## src/rtl/core/cep_ram.sv

```systemverilog
// cep_ram: generic single-write, single-read RAM with registered read data.
// Standalone, no package dependency.
module cep_ram #(
  parameter int unsigned WIDTH = 8,
  parameter int unsigned DEPTH = 16
) (
  input  logic                     clk_i,
  input  logic                     we_i,
  input  logic [$clog2(DEPTH)-1:0] waddr_i,
  input  logic [WIDTH-1:0]         wdata_i,
  input  logic                     re_i,
  input  logic [$clog2(DEPTH)-1:0] raddr_i,
  output logic [WIDTH-1:0]         rdata_o
);

  logic [WIDTH-1:0] mem_q [DEPTH];
  logic [WIDTH-1:0] rdata_q;

  // write port
  always_ff @(posedge clk_i) begin
    if (we_i) begin
      mem_q[waddr_i] <= wdata_i;
    end
  end

  // registered read, held while not enabled
  always_ff @(posedge clk_i) begin
    if (re_i) begin
      rdata_q <= mem_q[raddr_i];
    end
  end

  assign rdata_o = rdata_q;

endmodule

```

## config.mk

```make
export PLATFORM = sky130hd
export DESIGN_NAME = cep_ram
export DESIGN_NICKNAME = d
export VERILOG_FILES = /design/src/rtl/core/cep_ram.sv
export SDC_FILE = /design/constraint.sdc
export NUM_CORES = 1
export LEC_CHECK = 0
export BUFFER_PORTS_ARGS = -buffer_cell sky130_fd_sc_hd__buf_2
export CORE_ASPECT_RATIO = 0.7
export CORE_MARGIN = 1.5
export CORE_UTILIZATION = 60
export CTS_BUF_LIST = sky130_fd_sc_hd__clkbuf_4
export DETAILED_ROUTE_END_ITERATION = 6
export PLACE_DENSITY = 0.78
export SYNTH_ARGS = -nofsm -noshare
export SYNTH_HDL_FRONTEND = slang
export SYNTH_SLANG_ARGS = --single-unit
```

## constraint.sdc

```tcl
create_clock -name clk_i -period 2.7 [get_ports clk_i]
set_input_delay 0.54 -clock clk_i [delete_from_list [all_inputs] [get_ports clk_i]]
set_output_delay 0.54 -clock clk_i [all_outputs]
set_load 0.03 [all_outputs]
```

==> results_dict.tcl <==
set metrics [dict create \
    status "finished, final reports clean" \
    worst_path_dominant_cell_family "flip-flops" \
    fmax_ghz 0.568 \
    clock_skew_ns 0.0130 \
    final_nets 301 \
    clkTransAtPathRegs_ns 0.11 \
    core-area_um2 8440 \
    fillerInstances 518 \
    routabilityCongestion 0.860 \
    grtUsageMet3_pct 5.52 \
    drc 0 \
    r2r-end "rdata_o[2]" \
    final_layout_size_suffix_gt1_share_pct 30.8 \
    syn2layout_area_growth_pct 12.3 \
    grt_pass1_vias 2507 \
    die-area_um2 9290 \
    grt_use_met2_pct 33.8 \
    worstSetupPathType "flop to primary output" \
    die_w_um 115 \
    cts_tree "yes" \
    cpPeakStageDelay_ns 0.47 \
    cts_made_buffers 17 \
    cts_resized 0 \
    stdcell_count 415 \
    tns_ns 0 \
    ys_ff_latch 136 \
    grt_max_degree 33 \
    synth.area.top_cells "edfxtp_1, mux4_2, mux4_1" \
    ioPinCount 27 \
    gr-max-usage-layer "met1" \
    cts_sinks 136 \
    drtAntennaViolNets 0 \
    reg2regPathDepth 3 \
    worstHoldPathType "primary input to flop" \
    wl_per_cell_um 23.3 \
    crit_fanout 1 \
    peakVddDrop_mv 0.417 \
    wl_um 9660 \
    io_buffer_count 26 \
    via_per_inst 5.95 \
    clock_latency_ns 0.53 \
    cp.required_ns 2.16 \
    fin_crit_ns 1.76 \
    syn_area_um2 5230 \
    yosysSeqAreaShare_pct 78.1 \
    synthCells 229 \
    worst_setup_path_end_kind "primary output" \
    antenna_found_initial 0 \
    drt_first_iter_violations 202 \
    min_path_cells 1 \
    yosys.area.top_type "edfxtp_1" \
    timing.rr.start "mem_q[5][2]" \
    start_kind "flop" \
    synth_cell_types 18 \
    min_to "mem_q[1][5]" \
    r2r_slack_ns 1.12 \
    crit_cells 1 \
    grt_use_met1_pct 35.6 \
    crit_arrival_ns 1.22 \
    hold_viol 0 \
    holdWs_ns 0.389 \
    first_pass_iters 4 \
    yosysWarnings 0 \
    synth_nets 248 \
    finalCoreUtilization_pct 69.5 \
    layout_common_cells "edfxtp_1, buf_2, clkbuf_4" \
    die_height_um 81.1 \
    path_cells "buf_2" \
    tightest_slew_ns 0.803 \
    cts_setup_buffers 0 \
    antenna_cells 0 \
    powerDensity_nw_per_um2 675 \
    avgSynthCellArea_um2 22.8 \
    maxSlewHeadroom_pct 46.3 \
    hold_path.startpoint "wdata_i[5]" \
    row_count 28 \
    routed-via-count 2471 \
    crit_slowest_cell "edfxtp_1" \
    grt_pass1_wl_um 14700 \
    p_leak_nw 1.97 \
    rsz0062_at_grt "no" \
    gr-total-overflow 0 \
    clockRootBuffer "clkbuf_4" \
    cts_hold_buf 0 \
    dp_hpwl_um 6260 \
    htree_levels 4 \
    initial_core_util_pct 61.9 \
    max-cap-violations 0 \
    post-route-period-util_pct 65.2 \
    slew_viol_final 0 \
    path_buf_inv 1 \
    grt_usage_pct 23.8 \
    synth_top_area_share_pct 78.1 \
    final_common_cell "edfxtp_1" \
    placedCellCount 383 \
    clk_path_buf_depth 2 \
    setup_viol 0 \
]
## metrics by stage
stage	area, µm²	total power [W]	setup WS, ns
after CTS	5870	0.00400	0.908
after detailed placement	5580	0.00267	0.513
after global placement	5580	0.00267	0.533
final	5870	0.00396	0.939
after global routing	5870	0.00410	0.901
after floorplan	5230	0.00257	0.667
## where the power goes
| group | leakage [nW] | internal (W) | switching, W | total, W |
|---|---|---|---|---|
| clock | 0.153 | 0.000668 | 0.000667 | 0.00133 |
| combinational | 0.578 | 0.0000922 | 0.000145 | 0.000237 |
| sequential | 1.24 | 0.00237 | 0.0000139 | 0.00239 |
| total | 1.97 | 0.00313 | 0.000825 | 0.00396 |
## cells by family (layout without fill, tap and decap cells)
| group | after synthesis | count (layout) | share of synthesized area [%] |
|---|---|---|---|
| flip-flops | 136 | 136 | 78.1 |
| AND/OR/NAND/NOR | 35 | 35 | 3.14 |
| multiplexers | 32 | 32 | 14.8 |
| AO/OA/AOI/OAI | 16 | 16 | 2.30 |
| buffers and inverters | 10 | 76 | 1.65 |
## flip-flops by register name, summed over array words and instances (netlist names)
register / count
mem_q: 128
rdata_o: 8
## worst max-delay path by stage
stage               start          end  slack, ns
2_1_floorplan  waddr_i[2]  mem_q[0][0]       0.67
3_3_place_gp   raddr_i[0]   rdata_o[5]       0.53
3_5_place_dp   raddr_i[0]   rdata_o[2]       0.51
4_1_cts        rdata_o[6]   rdata_o[6]       0.91
5_1_grt        rdata_o[6]   rdata_o[6]       0.90
6_report       rdata_o[5]   rdata_o[5]       0.94
## synth_stat cells
cell / count
edfxtp_1: 136
mux4_2: 18
a22oi_1: 16
mux4_1: 14
nor2_1: 13
nand2_1: 9
nor3_1: 4
buf_2: 3
buf_6: 3
clkdlybuf4s25_2: 3
nand2b_1: 2
nand3b_1: 2
and2_1: 1
and2b_1: 1
buf_4: 1
nand3_1: 1
nor2b_1: 1
or3b_2: 1
## cell type report
| cell class | count | area [µm²] | share of cell area [%] |
|---|---|---|---|
| clock buffer | 21 | 158 | 2.69 |
| tap | 120 | 150 | 2.56 |
| sequential | 136 | 4080 | 69.6 |
| multi-input combinational | 83 | 1060 | 18.0 |
| timing repair buffer | 44 | 290 | 4.95 |
| clock inverter | 11 | 130 | 2.22 |
## per-layer routing
layer	part of all wire, %	vias to the layer above
li1	-	1086
met3	8.5	16
met2	45	126
met1	45	1243
met4	1.9	0
met5	0	-
No activity file was read; power rests on OpenSTA's default activity.
